===== config.mk =====
export PLATFORM = sky130hd
export DESIGN_NAME = crc8_frame_parser_latency_stats_top_flat
export DESIGN_NICKNAME = d
export VERILOG_FILES = /design/src/rtl/core/cfp_pkg.sv /design/src/rtl/core/cfp_byte_if.sv /design/src/rtl/core/cfp_result_if.sv /design/src/rtl/core/crc8_frame_parser_latency_stats_top.sv /design/src/flat_wrapper.sv
export SDC_FILE = /design/constraint.sdc
export NUM_CORES = 1
export LEC_CHECK = 0
export CAP_MARGIN = 20
export CORE_MARGIN = 1.5
export CORE_UTILIZATION = 28
export DETAILED_ROUTE_END_ITERATION = 12
export DONT_BUFFER_PORTS = 1
export HOLD_SLACK_MARGIN = 0.06
export PLACE_DENSITY = 0.4
export SLEW_MARGIN = 20
export SYNTH_ARGS = -nofsm -noshare
export SYNTH_HDL_FRONTEND = slang
export SYNTH_SLANG_ARGS = --single-unit

===== constraint.sdc =====
create_clock -name clk -period 10.5 [get_ports clk]
set_input_delay 2.1 -clock clk [delete_from_list [all_inputs] [get_ports clk]]
set_output_delay 2.1 -clock clk [all_outputs]
set_load 0.005 [all_outputs]

===== src/rtl/core/cfp_pkg.sv =====
// Shared constants and the CRC-8 byte update for the framed packet parser.
// No dependencies.
`default_nettype none

package cfp_pkg;

  localparam logic [7:0] SYNC_FIRST  = 8'hAA;
  localparam logic [7:0] SYNC_SECOND = 8'h55;
  localparam logic [7:0] TYPE_PONG   = 8'h23;
  localparam logic [7:0] CRC_POLY    = 8'h07;
  localparam logic [7:0] PONG_MIN_LEN = 8'd3;

  localparam int SUM_W   = 48;
  localparam int COUNT_W = 32;
  localparam int LAT_W   = 16;

  typedef enum logic [1:0] {
    ST_COUNTED  = 2'd0,
    ST_CRC_BAD  = 2'd1,
    ST_OTHER    = 2'd2,
    ST_FOREIGN  = 2'd3
  } frame_status_t;

  // CRC-8, MSB first, no reflection, no final xor; one byte per call
  function automatic logic [7:0] crc8_byte(input logic [7:0] crc, input logic [7:0] data);
    logic [7:0] c;
    c = crc ^ data;
    for (int i = 0; i < 8; i++) begin
      if (c[7]) begin
        c = {c[6:0], 1'b0} ^ CRC_POLY;
      end else begin
        c = {c[6:0], 1'b0};
      end
    end
    return c;
  endfunction

endpackage

`default_nettype wire


===== src/rtl/core/cfp_byte_if.sv =====
// Valid/ready channel carrying one received stream byte per transfer.
// No dependencies.
`default_nettype none

interface cfp_byte_if;
  logic       valid;
  logic       ready;
  logic [7:0] rx_byte;

  modport source (output valid, output rx_byte, input ready);
  modport sink   (input valid, input rx_byte, output ready);
endinterface

`default_nettype wire


===== src/rtl/core/cfp_result_if.sv =====
// Valid/ready channel carrying one frame report per transfer.
// Depends on cfp_pkg for field widths.
`default_nettype none

interface cfp_result_if;
  logic                        valid;
  logic                        ready;
  logic [1:0]                  frame_status;
  logic [7:0]                  frame_type;
  logic [7:0]                  sender_id;
  logic [cfp_pkg::LAT_W-1:0]   latency_us;
  logic [cfp_pkg::LAT_W-1:0]   min_us;
  logic [cfp_pkg::LAT_W-1:0]   max_us;
  logic [cfp_pkg::SUM_W-1:0]   sum_us;
  logic [cfp_pkg::COUNT_W-1:0] sample_count;

  modport source (output valid, output frame_status, output frame_type, output sender_id,
                  output latency_us, output min_us, output max_us, output sum_us,
                  output sample_count, input ready);
  modport sink   (input valid, input frame_status, input frame_type, input sender_id,
                  input latency_us, input min_us, input max_us, input sum_us,
                  input sample_count, output ready);
endinterface

`default_nettype wire


===== src/rtl/core/crc8_frame_parser_latency_stats_top.sv =====
// Framed packet parser with CRC-8 check and pong latency statistics.
// Depends on cfp_pkg, cfp_byte_if, cfp_result_if.
// One byte per cycle unless stalled; each byte is fully handled in its transfer cycle.
// A frame report enters the output register in the cycle after its CRC byte transfers.
// A CRC byte stalls only while the previous report is still waiting in the output register.
// Reset (rst, synchronous, active high): hunting for sync, statistics and target cleared.
`default_nettype none

module crc8_frame_parser_latency_stats_top (
  input  wire logic       clk,
  input  wire logic       rst,
  cfp_byte_if.sink        rx,
  cfp_result_if.source    report,
  input  wire logic       cfg_we,
  input  wire logic [7:0] cfg_wdata
);

  typedef enum logic [2:0] {
    PH_HUNT0   = 3'd0,
    PH_HUNT1   = 3'd1,
    PH_TYPE    = 3'd2,
    PH_LEN     = 3'd3,
    PH_PAYLOAD = 3'd4,
    PH_CRC     = 3'd5
  } phase_t;

  phase_t                       phase;
  logic [7:0]                   target_robot;
  logic [7:0]                   frame_type_reg;
  logic [7:0]                   payload_length;
  logic [7:0]                   payload_index;
  logic [7:0]                   running_crc;
  logic [7:0]                   captured_id;
  logic [cfp_pkg::LAT_W-1:0]    captured_latency;
  logic [cfp_pkg::LAT_W-1:0]    latest_latency;
  logic [cfp_pkg::LAT_W-1:0]    min_latency;
  logic [cfp_pkg::LAT_W-1:0]    max_latency;
  logic [cfp_pkg::SUM_W-1:0]    latency_sum;
  logic [cfp_pkg::COUNT_W-1:0]  latency_count;
  logic                         out_valid;

  logic                         accept;
  logic [7:0]                   b;
  logic [7:0]                   crc_next;
  logic [7:0]                   index_next;
  cfp_pkg::frame_status_t       status;
  logic                         take_sample;
  logic [cfp_pkg::LAT_W-1:0]    latest_next;
  logic [cfp_pkg::LAT_W-1:0]    min_next;
  logic [cfp_pkg::LAT_W-1:0]    max_next;
  logic [cfp_pkg::SUM_W:0]      sum_wide;
  logic [cfp_pkg::SUM_W-1:0]    sum_next;
  logic [cfp_pkg::COUNT_W-1:0]  count_next;

  // only the CRC byte produces a report, so only it needs room downstream
  assign rx.ready = (phase != PH_CRC) || !out_valid || report.ready;
  assign accept   = rx.valid && rx.ready;
  assign b        = rx.rx_byte;

  assign crc_next   = cfp_pkg::crc8_byte((phase == PH_TYPE) ? 8'd0 : running_crc, b);
  assign index_next = payload_index + 8'd1;

  always_comb begin
    priority if (b != running_crc) begin
      status = cfp_pkg::ST_CRC_BAD;
    end else if (frame_type_reg != cfp_pkg::TYPE_PONG ||
                 payload_length < cfp_pkg::PONG_MIN_LEN) begin
      status = cfp_pkg::ST_OTHER;
    end else if (captured_id != target_robot) begin
      status = cfp_pkg::ST_FOREIGN;
    end else begin
      status = cfp_pkg::ST_COUNTED;
    end
  end

  assign take_sample = (status == cfp_pkg::ST_COUNTED);
  assign sum_wide    = {1'b0, latency_sum} +
                       {{(cfp_pkg::SUM_W + 1 - cfp_pkg::LAT_W){1'b0}}, captured_latency};

  always_comb begin
    latest_next = latest_latency;
    min_next    = min_latency;
    max_next    = max_latency;
    sum_next    = latency_sum;
    count_next  = latency_count;
    if (take_sample) begin
      latest_next = captured_latency;
      if (captured_latency < min_latency) begin
        min_next = captured_latency;
      end
      if (captured_latency > max_latency) begin
        max_next = captured_latency;
      end
      sum_next = sum_wide[cfp_pkg::SUM_W] ? {cfp_pkg::SUM_W{1'b1}}
                                          : sum_wide[cfp_pkg::SUM_W-1:0];
      if (latency_count != {cfp_pkg::COUNT_W{1'b1}}) begin
        count_next = latency_count + 1'b1;
      end
    end
  end

  always_ff @(posedge clk) begin
    if (rst) begin
      phase            <= PH_HUNT0;
      target_robot     <= '0;
      frame_type_reg   <= '0;
      payload_length   <= '0;
      payload_index    <= '0;
      running_crc      <= '0;
      captured_id      <= '0;
      captured_latency <= '0;
      latest_latency   <= '0;
      min_latency      <= {cfp_pkg::LAT_W{1'b1}};
      max_latency      <= '0;
      latency_sum      <= '0;
      latency_count    <= '0;
      out_valid        <= 1'b0;
    end else begin
      if (cfg_we) begin
        target_robot <= cfg_wdata;
      end
      if (report.ready) begin
        out_valid <= 1'b0;
      end
      if (accept) begin
        unique case (phase)
          PH_HUNT0: begin
            if (b == cfp_pkg::SYNC_FIRST) begin
              phase <= PH_HUNT1;
            end
          end
          PH_HUNT1: begin
            // a repeated first sync byte keeps the hunt armed
            if (b == cfp_pkg::SYNC_SECOND) begin
              phase <= PH_TYPE;
            end else if (b != cfp_pkg::SYNC_FIRST) begin
              phase <= PH_HUNT0;
            end
          end
          PH_TYPE: begin
            frame_type_reg   <= b;
            running_crc      <= crc_next;
            captured_id      <= '0;
            captured_latency <= '0;
            phase            <= PH_LEN;
          end
          PH_LEN: begin
            payload_length <= b;
            payload_index  <= '0;
            running_crc    <= crc_next;
            phase          <= (b == 8'd0) ? PH_CRC : PH_PAYLOAD;
          end
          PH_PAYLOAD: begin
            if (payload_index == 8'd0) begin
              captured_id <= b;
            end else if (payload_index == 8'd1) begin
              captured_latency[7:0] <= b;
            end else if (payload_index == 8'd2) begin
              captured_latency[15:8] <= b;
            end
            running_crc   <= crc_next;
            payload_index <= index_next;
            if (index_next >= payload_length) begin
              phase <= PH_CRC;
            end
          end
          PH_CRC: begin
            latest_latency      <= latest_next;
            min_latency         <= min_next;
            max_latency         <= max_next;
            latency_sum         <= sum_next;
            latency_count       <= count_next;
            out_valid           <= 1'b1;
            report.frame_status <= status;
            report.frame_type   <= frame_type_reg;
            report.sender_id    <= (payload_length == 8'd0) ? 8'd0 : captured_id;
            report.latency_us   <= latest_next;
            report.min_us       <= min_next;
            report.max_us       <= max_next;
            report.sum_us       <= sum_next;
            report.sample_count <= count_next;
            phase               <= PH_HUNT0;
          end
          default: begin
            phase <= PH_HUNT0;
          end
        endcase
      end
    end
  end

  assign report.valid = out_valid;

endmodule

`default_nettype wire


===== src/flat_wrapper.sv =====
// flat-port wrapper written by rule: the top's interface ports become plain ports
module crc8_frame_parser_latency_stats_top_flat 
  (clk, rst, cfg_we, cfg_wdata, rx_valid, rx_rx_byte, rx_ready, report_valid, report_frame_status, report_frame_type, report_sender_id, report_latency_us, report_min_us, report_max_us, report_sum_us, report_sample_count, report_ready);
  cfp_byte_if rx_i ();
  cfp_result_if report_i ();
  input  wire logic clk;
  input  wire logic rst;
  input  wire logic cfg_we;
  input  wire logic [7:0] cfg_wdata;
  input wire logic [$bits(rx_i.valid)-1:0] rx_valid;
  input wire logic [$bits(rx_i.rx_byte)-1:0] rx_rx_byte;
  output wire logic [$bits(rx_i.ready)-1:0] rx_ready;
  output wire logic [$bits(report_i.valid)-1:0] report_valid;
  output wire logic [$bits(report_i.frame_status)-1:0] report_frame_status;
  output wire logic [$bits(report_i.frame_type)-1:0] report_frame_type;
  output wire logic [$bits(report_i.sender_id)-1:0] report_sender_id;
  output wire logic [$bits(report_i.latency_us)-1:0] report_latency_us;
  output wire logic [$bits(report_i.min_us)-1:0] report_min_us;
  output wire logic [$bits(report_i.max_us)-1:0] report_max_us;
  output wire logic [$bits(report_i.sum_us)-1:0] report_sum_us;
  output wire logic [$bits(report_i.sample_count)-1:0] report_sample_count;
  input wire logic [$bits(report_i.ready)-1:0] report_ready;
  assign rx_i.valid = rx_valid;
  assign rx_i.rx_byte = rx_rx_byte;
  assign rx_ready = rx_i.ready;
  assign report_valid = report_i.valid;
  assign report_frame_status = report_i.frame_status;
  assign report_frame_type = report_i.frame_type;
  assign report_sender_id = report_i.sender_id;
  assign report_latency_us = report_i.latency_us;
  assign report_min_us = report_i.min_us;
  assign report_max_us = report_i.max_us;
  assign report_sum_us = report_i.sum_us;
  assign report_sample_count = report_i.sample_count;
  assign report_i.ready = report_ready;
  crc8_frame_parser_latency_stats_top u_core (.clk(clk), .rst(rst), .rx(rx_i), .report(report_i), .cfg_we(cfg_we), .cfg_wdata(cfg_wdata));
endmodule

# Word level (Yosys, flattened, before mapping)
# Index checks and enable logic that the tools add are counted.
[totals]
register_bits = 342
in_bits = 21
output_inout_bits = 148
word_cells = 124
[op_classes]
addsub = 3
n_lt_le_gt_ge = 4
n_eq_ne = 23
muxes = 38
n_bitwise = 10
n_reduce_logical = 23
[ops]
columns = ["cell", "count"]
rows = [
  ["$mux W16", 6],
  ["$mux W48", 2],
  ["$mux W32", 2],
  ["$add A48 B16 Y49", 1],
  ["$mux W8", 5],
  ["$mux W3", 12],
  ["$add A32 B1 Y32 const B", 1],
  ["$ne A32 B32 Y1 const B", 1],
  ["$pmux W16 S2", 1],
  ["$pmux W8 S2", 2],
  ["$logic_not A8 Y1", 3],
  ["$not A3 Y3", 8],
  ["$gt A16 B16 Y1", 1],
  ["$lt A16 B16 Y1", 1],
  ["$ne A8 B8 Y1", 2],
  ["$pmux W3 S5", 1],
  ["$ne A2 B1 Y1 const B", 5],
  ["$reduce_and A2 Y1", 5],
  ["$add A8 B1 Y8 const B", 1],
  ["$eq A8 B1 Y1 const B", 1],
  ["$eq A8 B2 Y1 const B", 1],
  ["$eq A8 B7 Y1 const B", 1],
  ["$eq A8 B8 Y1 const B", 1],
  ["$ge A8 B8 Y1", 1],
  ["other kinds (23)", 36],
]

# Longest topological paths before layout
# Gate-level depths: netlist (run 1).
[depth]
depth_word = 19
ltp_mapped = 11
mapped_depth_nobuf = 11

# Least setup slack after synthesis (run 1)
# No wires, ideal clock.
[synth_timing]
path_kind = "input to register"
startpoint = "in rx_valid"
endpoint = "reg u_core.report.frame_status[0] (enable)"
setup_time_ps = 654
t_arrival_ps = 9520
t_required_ps = 9846
slack_ps = 326
path_stages = 7
path_buffers = 4
cell_sequence = "clkbuf_1 o21ai_1 or2_2 clkbuf_1 clkbuf_1 clkbuf_1 nor2_1"
[synth_via]
elab_chain_cells = 2
[synth_lines]
columns = ["item", "line", "source"]
rows = [
  ["from (decl)", "flat_wrapper.sv:10", "input wire logic [$bits(rx_i.valid)-1:0] rx_valid;"],
  ["$logic_and A1 B1 Y1", "crc8_frame_parser_latency_stats_top.sv:57", "assign accept = rx.valid && rx.ready;"],
  ["$reduce_and A3 Y1 (no line)", "--", ""],
  ["to (signal assigned)", "crc8_frame_parser_latency_stats_top.sv:174", "report.frame_status <= status;"],
  ["to (decl)", "cfp_result_if.sv:17", "modport source (output valid, output frame_status, output frame_type, output sender_id,"],
]
# Every way passes these cells.
# A chain may end at the register's enable or synchronous reset.

# Worst setup path after layout (run 1)
[layout_timing]
startpoint = "in report_ready"
endpoint = "out rx_ready"
[layout_via]
elab_chain_cells = 1
[layout_lines]
columns = ["item", "line", "source"]
rows = [
  ["from (decl)", "flat_wrapper.sv:22", "input wire logic [$bits(report_i.ready)-1:0] report_ready;"],
  ["$logic_or A1 B1 Y1", "crc8_frame_parser_latency_stats_top.sv:56", "assign rx.ready = (phase != PH_CRC) || !out_valid || report.ready;"],
  ["to (decl)", "flat_wrapper.sv:12", "output wire logic [$bits(rx_i.ready)-1:0] rx_ready;"],
]
# Every way passes these cells.

==> impl_metrics.json, run 1 <==
{
  "vias_per_cell": 4.93,
  "rrSetupSlack_ns": 6.42,
  "diodes": 0,
  "ys_types": 67,
  "yosysSeqAreaShare": 0.488,
  "crit_type": "input pin to primary output",
  "dieWidth_um": 250,
  "core_um2": 60200,
  "setup_viol": 0,
  "syn_inst": 1739,
  "worstPathCellList": "nand2b_1, or2_2",
  "slowest_delay_ns": 0.32,
  "clk_latency_ns": 0.57,
  "cp-startpoint": "report_ready",
  "numCtsBuffers": 43,
  "clk_pin_slew_ns": 0.06,
  "cp.buffers_inverters": 0,
  "outcome": "completed",
  "dr.first_iter.drc_count": 805,
  "fin_nets": 1804,
  "hold_buffers": 0,
  "synth_seq_cells": 342,
  "worst_clock_skew_ns": 0.0168,
  "portBuffers": 0,
  "fin_area_um2": 19400,
  "worst-endpoint-required_ns": 8.40,
  "die_area_um2": 62400,
  "ir_drop_uv": 102,
  "place_area_um2": 17900,
  "start_util": 0.283,
  "hp-class": "flop to flop",
  "endpoint_kind": "primary output",
  "num_rows": 90,
  "tightestPinTransition_ns": 1.04,
  "layout-drive-gt1-share": 0.100,
  "reg2reg_depth": 9,
  "root_buffer": "clkbuf_16",
  "avgSynthCellArea_um2": 9.80,
  "power_density_nw_per_um2": 152,
  "ys_async_sr_fraction": 0,
  "grt_pass1_wl_um": 76800,
  "grt_util_all_layers": 0.160,
  "timing.setup.tns_ns": 0,
  "rsz0062_at_grt": "false",
  "max_freq_mhz": 214,
  "placedCellCount": 2458,
  "first_global_vias": 12173,
  "die_y_um": 250,
  "timing.final.hold_violations": 0,
  "cts_resized": 0,
  "cp.depth": 2,
  "cts_buffer_depth": 3,
  "cts_tree": "yes",
  "maxCapViolCount": 0,
  "cts_setup_buffers": 0,
  "area_growth_pct": 13.9,
  "yosys_warnings": 0,
  "cts_num_sinks": 342,
  "fill_cells": 6176,
  "min_period_over_period": 0.445,
  "drc": 0,
  "ctsHtreeMaxLevel": 2,
  "place.gp.congestion": 0.811,
  "timing.rr.start": "u_core.captured_latency[0]",
  "slew_headroom": 0.304,
  "cp_max_fo": 3,
  "crit_end": "rx_ready",
  "fin_cells": 2539,
  "synth_nets": 1821,
  "grt_max_degree": 231,
  "routedWlPerCell_um": 19.8,
  "worst_ep_arrival_time_ns": 2.57,
  "finalMaxSlewViolations": 0,
  "synth_area_um2": 17000,
  "cp-start-kind": "input pin",
  "pin_count": 169,
  "largest_registers": "u_core.latency_sum (48), u_core.report.sum_us (48)",
  "power_uw": 2950,
  "leakagePower_uw": 0.00677,
  "overflow": 0,
  "antenna_left": 0,
  "drtPass1Iterations": 5,
  "routed_wl_um": 50200,
  "rr_endpoint": "u_core.latency_sum[38]",
  "synth-edff-count": 146,
  "slowest_stage": "or2_2",
  "path_delay_family": "simple AND/OR/NAND/NOR gates",
  "period_minus_slack_ns": 4.67,
  "hpwl_um": 33600,
  "antenna_found_initial": 1,
  "ys.flop_type": "dfxtp_1",
  "vias": 12513
}
## power by group
| group | switching (uW) | leakage, uW | internal (uW) |
|---|---|---|---|
| combinational | 11.1 | 0.00319 | 14.0 |
| clock | 609 | 0.000715 | 936 |
| sequential | 1.32 | 0.00286 | 1380 |
| total | 621 | 0.00677 | 2330 |
## metrics by stage
step	hold WS (ns)	utilization	setup slack [ns]
6_report	0.454	0.322	5.83
5_1_grt	0.465	0.322	5.80
4_1_cts	0.454	0.321	5.83
3_5_place_dp	0.446	0.297	5.70
3_3_place_gp	0.437	0.297	5.69
2_1_floorplan	0.422	-	0.326
## tightest hold or removal path, cell delays in order (launching register included)
cell and delay [ns]:
dfxtp_1 0.31, nand2_1 0.05, a21oi_1 0.05
## cells in the mapped netlist (21+ instances only)
cell	number	share of area
a21o_1	21	0.0093
a21oi_1	99	0.029
a31oi_1	23	0.0084
and2_1	21	0.0077
and3_1	26	0.0095
clkbuf_1	72	0.016
dfxtp_1	196	0.23
edfxtp_1	146	0.26
ha_1	60	0.044
inv_1	51	0.011
mux2_2	51	0.034
mux2i_1	68	0.040
nand2_1	155	0.034
nand2b_1	38	0.014
nand3_1	41	0.012
nand4_1	29	0.011
nor2_1	222	0.049
nor3_1	37	0.011
nor4_1	26	0.0095
o21ai_0	46	0.014
xnor2_1	97	0.050
xor2_1	39	0.020
## layout by cell type, fill, tap and decap left out, drive strengths merged, types with 22 or more instances in the layout
master	instances
mux2i	68
and3	26
mux2	51
o21ai	49
a21oi	99
and2	22
nand4	29
inv	54
xnor2	97
dfxtp	196
a31oi	23
edfxtp	146
nand3	41
nor4	30
ha	60
nand2b	38
nand2	155
nor2	222
clkbuf	52
buf	27
xor2	39
nor3	40
## metal layers
metal,GRT usage,vias up,share of wire
met5,0,-,0
met4,0.0432,0,0.019
met3,0.0322,65,0.050
met2,0.252,261,0.45
met1,0.221,6028,0.48
li1,-,6159,-
## layout make-up
| type | instances | area, um2 | share of cell area |
|---|---|---|---|
| clock buffers | 52 | 1120 | 0.0577 |
| clock inverters | 28 | 334 | 0.0172 |
| inverters | 51 | 191 | 0.00986 |
| multi-input cells | 1257 | 8250 | 0.425 |
| flip-flops and latches | 342 | 8310 | 0.428 |
| well taps | 782 | 978 | 0.0504 |
| repair buffers | 27 | 228 | 0.0117 |
## logic make-up (layout without fill, tap and decap cells)
| group | count (synthesis) | in the layout | synth area share |
|---|---|---|---|
| AO/OA/AOI/OAI | 271 | 271 | 0.0993 |
| buffers and inverters | 140 | 158 | 0.0319 |
| AND/OR/NAND/NOR | 670 | 670 | 0.193 |
| multiplexers | 119 | 119 | 0.0736 |
| flip-flops | 342 | 342 | 0.488 |
| adder cells (fa/ha/maj) | 61 | 61 | 0.0452 |
| XOR/XNOR | 136 | 136 | 0.0699 |
## how the worst min path moves through the flow
stage | start | to | slack [ns] | depth (start not counted)
final | u_core.latest_latency[11] | u_core.latest_latency[11] | 0.45 | 2
after global routing | u_core.latest_latency[11] | u_core.latest_latency[11] | 0.47 | 2
after CTS | u_core.latest_latency[11] | u_core.latest_latency[11] | 0.45 | 2
after detailed placement | u_core.latest_latency[11] | u_core.latest_latency[11] | 0.45 | 2
after global placement | u_core.latest_latency[13] | u_core.latest_latency[13] | 0.44 | 2
after floorplan | u_core.frame_type_reg[5] | u_core.report.frame_type[5] | 0.42 | 0
(Power assumes the default switching activity.)
==> inputs of run 2 (changes only) <==
- ABC_AREA: default -> 1
- PLACE_DENSITY: 0.4 -> 0.38
- clock period: 10.5 -> 4.5 ns (I/O delays scaled with it)
==> impl_metrics.json, run 2 <==
{
  "syn_inst": 2497,
  "numCtsBuffers": 42,
  "layout_setup_ws_ns": 1.37,
  "layout-drive-gt1-share": 0.0584,
  "root_buffer": "clkbuf_16",
  "avgSynthCellArea_um2": 7.50,
  "endpoint_kind": "flop",
  "reg2reg_depth": 10,
  "ys.flop_type": "dfxtp_1",
  "yosys.area.top_type_share": 0.234,
  "grt_util_all_layers": 0.183,
  "power_uw": 9100,
  "ys_types": 48,
  "dieWidth_um": 262,
  "ctsHtreeMaxLevel": 2,
  "cts_resized": 0,
  "cts_setup_buffers": 0,
  "grt_pass1_wl_um": 95600,
  "clk_latency_ns": 0.57,
  "overflow": 0,
  "timing.rr.start": "u_core.captured_latency[14]",
  "outcome": "finished, violations left",
  "cp-start-kind": "flop",
  "min_period_over_period": 0.695,
  "num_rows": 94,
  "first_global_vias": 15677,
  "fin_nets": 2552,
  "finalMaxSlewViolations": 0,
  "worst_ep_arrival_time_ns": 3.41,
  "highest_layer": "met4",
  "dr.first_iter.drc_count": 1057,
  "final_common_cell": "nand2_1",
  "min_from": "u_core.frame_type_reg[4]",
  "layout_common_cells": "nand2_1, inv_1, dfxtp_1",
  "synth_seq_cells": 342,
  "pin_count": 169,
  "rrSetupSlack_ns": 1.37,
  "vias_per_cell": 4.76,
  "dp_slack_ns": 1.23,
  "crit_type": "flop to flop",
  "max_freq_mhz": 320,
  "synth_nets": 2579,
  "synthTopCellsByArea": "edfxtp_1, dfxtp_1, nand2_1",
  "leakagePower_uw": 0.00908,
  "routed_wl_um": 62700,
  "place.gp.congestion": 0.870,
  "synth_area_um2": 18700,
  "core_um2": 66000,
  "cts_tree": "yes",
  "tightestPinTransition_ns": 0.993,
  "hp-class": "flop to flop",
  "routedWlPerCell_um": 18.6,
  "power_density_nw_per_um2": 433,
  "cp_max_fo": 17,
  "area_growth_pct": 12.1,
  "min_to": "u_core.report.frame_type[4]",
  "antenna_found_initial": 1,
  "cts_num_sinks": 342,
  "antenna_left": 0,
  "clk_pin_slew_ns": 0.06,
  "slew_headroom": 0.338,
  "synthTopCellsByCount": "nand2_1, inv_1, dfxtp_1, nand3_1, nor2_1",
  "die_area_um2": 68500,
  "drtPass1Iterations": 12,
  "timing.setup.tns_ns": 0,
  "worst_clock_skew_ns": 0.0324,
  "dr_wl_met2_um": 28800,
  "violations": "design-rule violations",
  "yosys_warnings": 0,
  "holdWs_ns": 0.428,
  "routed-wl-met3_um": 2500,
  "yosys.area.top_type": "edfxtp_1",
  "worst-endpoint-required_ns": 4.78,
  "cts_buffer_depth": 3,
  "hold_depth": 0,
  "diodes": 0,
  "synth-edff-count": 146,
  "cp-startpoint": "u_core.captured_latency[14]",
  "maxCapViolCount": 0,
  "vias": 16011,
  "synth.most_common_cell": "nand2_1",
  "grt_max_degree": 127,
  "drc": 5,
  "rsz0062_at_grt": "false",
  "fin_util": 0.318,
  "ir_drop_uv": 279,
  "yosysSeqAreaShare": 0.444,
  "period_minus_slack_ns": 3.13,
  "ys_async_sr_fraction": 0,
  "timing.final.hold_violations": 0,
  "hold_buffers": 0,
  "start_util": 0.284,
  "met1_length_um": 29800,
  "setup_viol": 0,
  "die_y_um": 262,
  "portBuffers": 0,
  "rr_endpoint": "u_core.report.max_us[12]",
  "largest_registers": "u_core.latency_sum (48), u_core.report.sum_us (48)",
  "hpwl_um": 44500
}
==> run 2: changes by cell type after synthesis, moves of 67 or more <==
cell	before	now
a21oi_1	99	177
inv_1	51	372
mux2i_1	68	1
nand2_1	155	604
nand3_1	41	182
o21ai_0	46	177
xnor2_1	97	13
==> run 2: cell type report <==
cell class / instances / area, um2
multi-input cells: 1679 / 8570
clock inverters: 24 / 246
well taps: 864 / 1080
clock buffers: 52 / 1130
inverters: 387 / 1450
flip-flops and latches: 342 / 8310
repair buffers: 18 / 210
fillers: 7058 / 45000
==> run 2: cell families after synthesis <==
group           after synthesis  synth area share
mux                           1          0.000534
fa+ha+maj                    61            0.0412
flops                       342             0.444
buf+inv                     476            0.0996
simple gates               1125             0.262
xor+xnor                     61            0.0285
compound gates              431             0.125
==> run 2: per-layer routing <==
metal,vias up,GRT usage
met5,-,0
met4,0,0.0556
met3,80,0.0296
met2,281,0.296
met1,7534,0.248
li1,8116,-
==> run 2: metrics by stage <==
stage,instances,instance area (um2)
floorplan,2497,18700
global placement,3290,19600
detailed placement,3290,19600
CTS,3366,21000
global route,3366,21000
finish,3366,21000
==> run 2: worst max path at each step <==
stage                               endpoint  cells after the start
6_report            u_core.report.max_us[12]                     10
4_1_cts             u_core.report.max_us[15]                     10
3_5_place_dp         u_core.latency_count[3]                     13
2_1_floorplan  u_core.report.frame_status[0]                      6
5_1_grt             u_core.report.max_us[13]                     10
3_3_place_gp           u_core.latency_sum[9]                      8
==> run 2: where the power goes <==
group / switching (uW) / internal, uW / total, uW / leakage [uW]
Combinational: 1370 / 589 / 1960 / 0.00543
Sequential: 260 / 3450 / 3710 / 0.00297
Clock: 1410 / 2020 / 3430 / 0.000682
==> run 2: critical path: stages, from the launching register on <==
cell and delay, ns:
dfxtp_1 0.41, ha_1 0.32, nand2_1 0.06, inv_1 0.07, nand4_1 0.09, nor3b_1 0.33, nand2_1 0.10, nand2_1 0.52
nand3_2 0.54, nand2_1 0.21, nand2_1 0.17
==> inputs of run 3 (changes only) <==
- clock period: 4.5 -> 3.2 ns (I/O delays scaled with it)
==> impl_metrics.json, run 3 (same netlist as run 2, synthesis figures left out) <==
{
  "layout_common_cells": "nand2_1, inv_1, dfxtp_1",
  "diodes": 0,
  "holdWs_ns": 0.199,
  "area_growth_pct": 13.1,
  "die_y_um": 262,
  "period_minus_slack_ns": 2.79,
  "pin_count": 169,
  "outcome": "finished, violations left",
  "setup_viol": 0,
  "cts_buffer_depth": 3,
  "cts_num_sinks": 342,
  "drtPass1Iterations": 9,
  "root_buffer": "clkbuf_16",
  "dr.first_iter.drc_count": 1062,
  "timing.final.hold_violations": 0,
  "timing.setup.tns_ns": 0,
  "dieWidth_um": 262,
  "hp-class": "input pin to flop",
  "routedWlPerCell_um": 18.3,
  "vias_per_cell": 4.70,
  "antenna_left": 0,
  "layout-drive-gt1-share": 0.0667,
  "dp_slack_ns": 0.396,
  "antenna_found_initial": 0,
  "worst_clock_skew_ns": 0.0245,
  "cp-start-kind": "flop",
  "placedCellCount": 3315,
  "clk_pin_slew_ns": 0.06,
  "slowest_stage": "dfxtp_1",
  "finalMaxSlewViolations": 0,
  "core_um2": 66000,
  "ctsHtreeMaxLevel": 2,
  "numCtsBuffers": 44,
  "worst_ep_arrival_time_ns": 3.25,
  "num_rows": 94,
  "tightestPinTransition_ns": 0.753,
  "fin_nets": 2579,
  "place.gp.congestion": 0.910,
  "overflow": 0,
  "max_freq_mhz": 358,
  "slowest_delay_ns": 0.56,
  "largest_registers": "u_core.latency_sum (48), u_core.report.sum_us (48)",
  "die_area_um2": 68500,
  "crit_type": "flop to flop",
  "drc": 8,
  "min_period_over_period": 0.872,
  "worstPathCellList": "ha_1, nand2_1, inv_1, a21oi_1, nand2_1, nand2_1, nand2_2, nand3_2, buf_4, nand2_1, nand2_1, o21ai_0, o21ai_0, inv_1",
  "pwr-share-comb": 0.229,
  "hpwl_um": 44700,
  "ir_drop_uv": 421,
  "maxCapViolCount": 0,
  "grt_pass1_wl_um": 94500,
  "start_util": 0.284,
  "violations": "design-rule violations",
  "power_uw": 12900,
  "layout_setup_ws_ns": 0.408,
  "final_common_cell": "nand2_1",
  "rsz0062_at_grt": "false",
  "clk_latency_ns": 0.59,
  "worst-endpoint-required_ns": 3.66,
  "fin_cells": 3396,
  "internal-power_uw": 8490,
  "clkPwrFrac": 0.368,
  "hold_depth": 1,
  "portBuffers": 0,
  "cp_max_fo": 12,
  "first_global_vias": 15445,
  "routed_wl_um": 62100,
  "vias": 15958,
  "cp_common_cell": "nand2_1",
  "power_frac_seq": 0.403,
  "cts_setup_buffers": 0,
  "cts_tree": "yes",
  "leakagePower_uw": 0.00919,
  "reg2reg_depth": 14,
  "endpoint_kind": "flop",
  "grt_max_degree": 119,
  "p_sw_frac": 0.341,
  "grt_util_all_layers": 0.180,
  "power_density_nw_per_um2": 608,
  "slew_headroom": 0.496,
  "power.switching_uw": 4390
}
==> run 3: changes by cell type in the layout (fill, tap and decap cells not counted), moves of 2 or more <==
cell / delta
buf_4: +25
clkinv_2: -4
clkinv_1: +7
clkbuf_16: +2
clkbuf_1: +2
bufinv_16: -3
clkinvlp_4: +2
==> run 3: through the flow <==
stage / utilization / instance area [um2]
floorplan: - / 18800
global placement: 0.300 / 19800
detailed placement: 0.300 / 19800
CTS: 0.321 / 21200
global route: 0.321 / 21200
finish: 0.321 / 21200
==> run 3: cell type report <==
cell class                      count  area, um2
Fill cell                        7036      44800
Multi-Input combinational cell   1679       8590
Sequential cell                   342       8310
Inverter                          387       1450
Clock buffer                       55       1170
Tap cell                          864       1080
Timing Repair Buffer               43        398
Clock inverter                     26        188
==> run 3: path summary, 6_finish.rpt <==
path | start | endpoint | slack, ns
worst max-delay path | u_core.captured_latency[7] | u_core.latency_sum[8] | 0.41
worst min-delay path | rst | u_core.captured_id[6] | 0.20
worst max register to register | u_core.captured_latency[7] | u_core.latency_sum[8] | 0.41
worst min register to register | u_core.frame_type_reg[4] | u_core.report.frame_type[4] | 0.43
==> run 3: timing repair <==
item                       CTS  global route
setup endpoints to repair    0             2
hold buffers                 0             0
gates resized for setup      0             1
==> run 3: power by group through the flow <==
stage / Combinational [uW] / Clock (uW) / Sequential, uW
after floorplan: 2060 / 0 / 5140
after global placement: 2980 / 0 / 5290
after detailed placement: 2970 / 0 / 5290
after CTS: 2990 / 4940 / 5190
after global routing: 3360 / 5110 / 5230
final: 2940 / 4750 / 5190
==> run 3: per-layer routing <==
metal	part of all wire	track usage	vias up
li1	-	-	8154
met1	0.47	0.241	7478
met3	0.047	0.0351	65
met4	0.021	0.0460	0
met2	0.46	0.295	261
met5	0	0	-
==> run 3: critical path, delay by kind of cell, from the launching register on <==
kind	cells	cell delay [ns]
AO/OA/AOI/OAI	3	0.47
adder cells (fa/ha/maj)	1	0.36
buffers and inverters	3	0.32
flip-flops	1	0.56
AND/OR/NAND/NOR	7	0.96
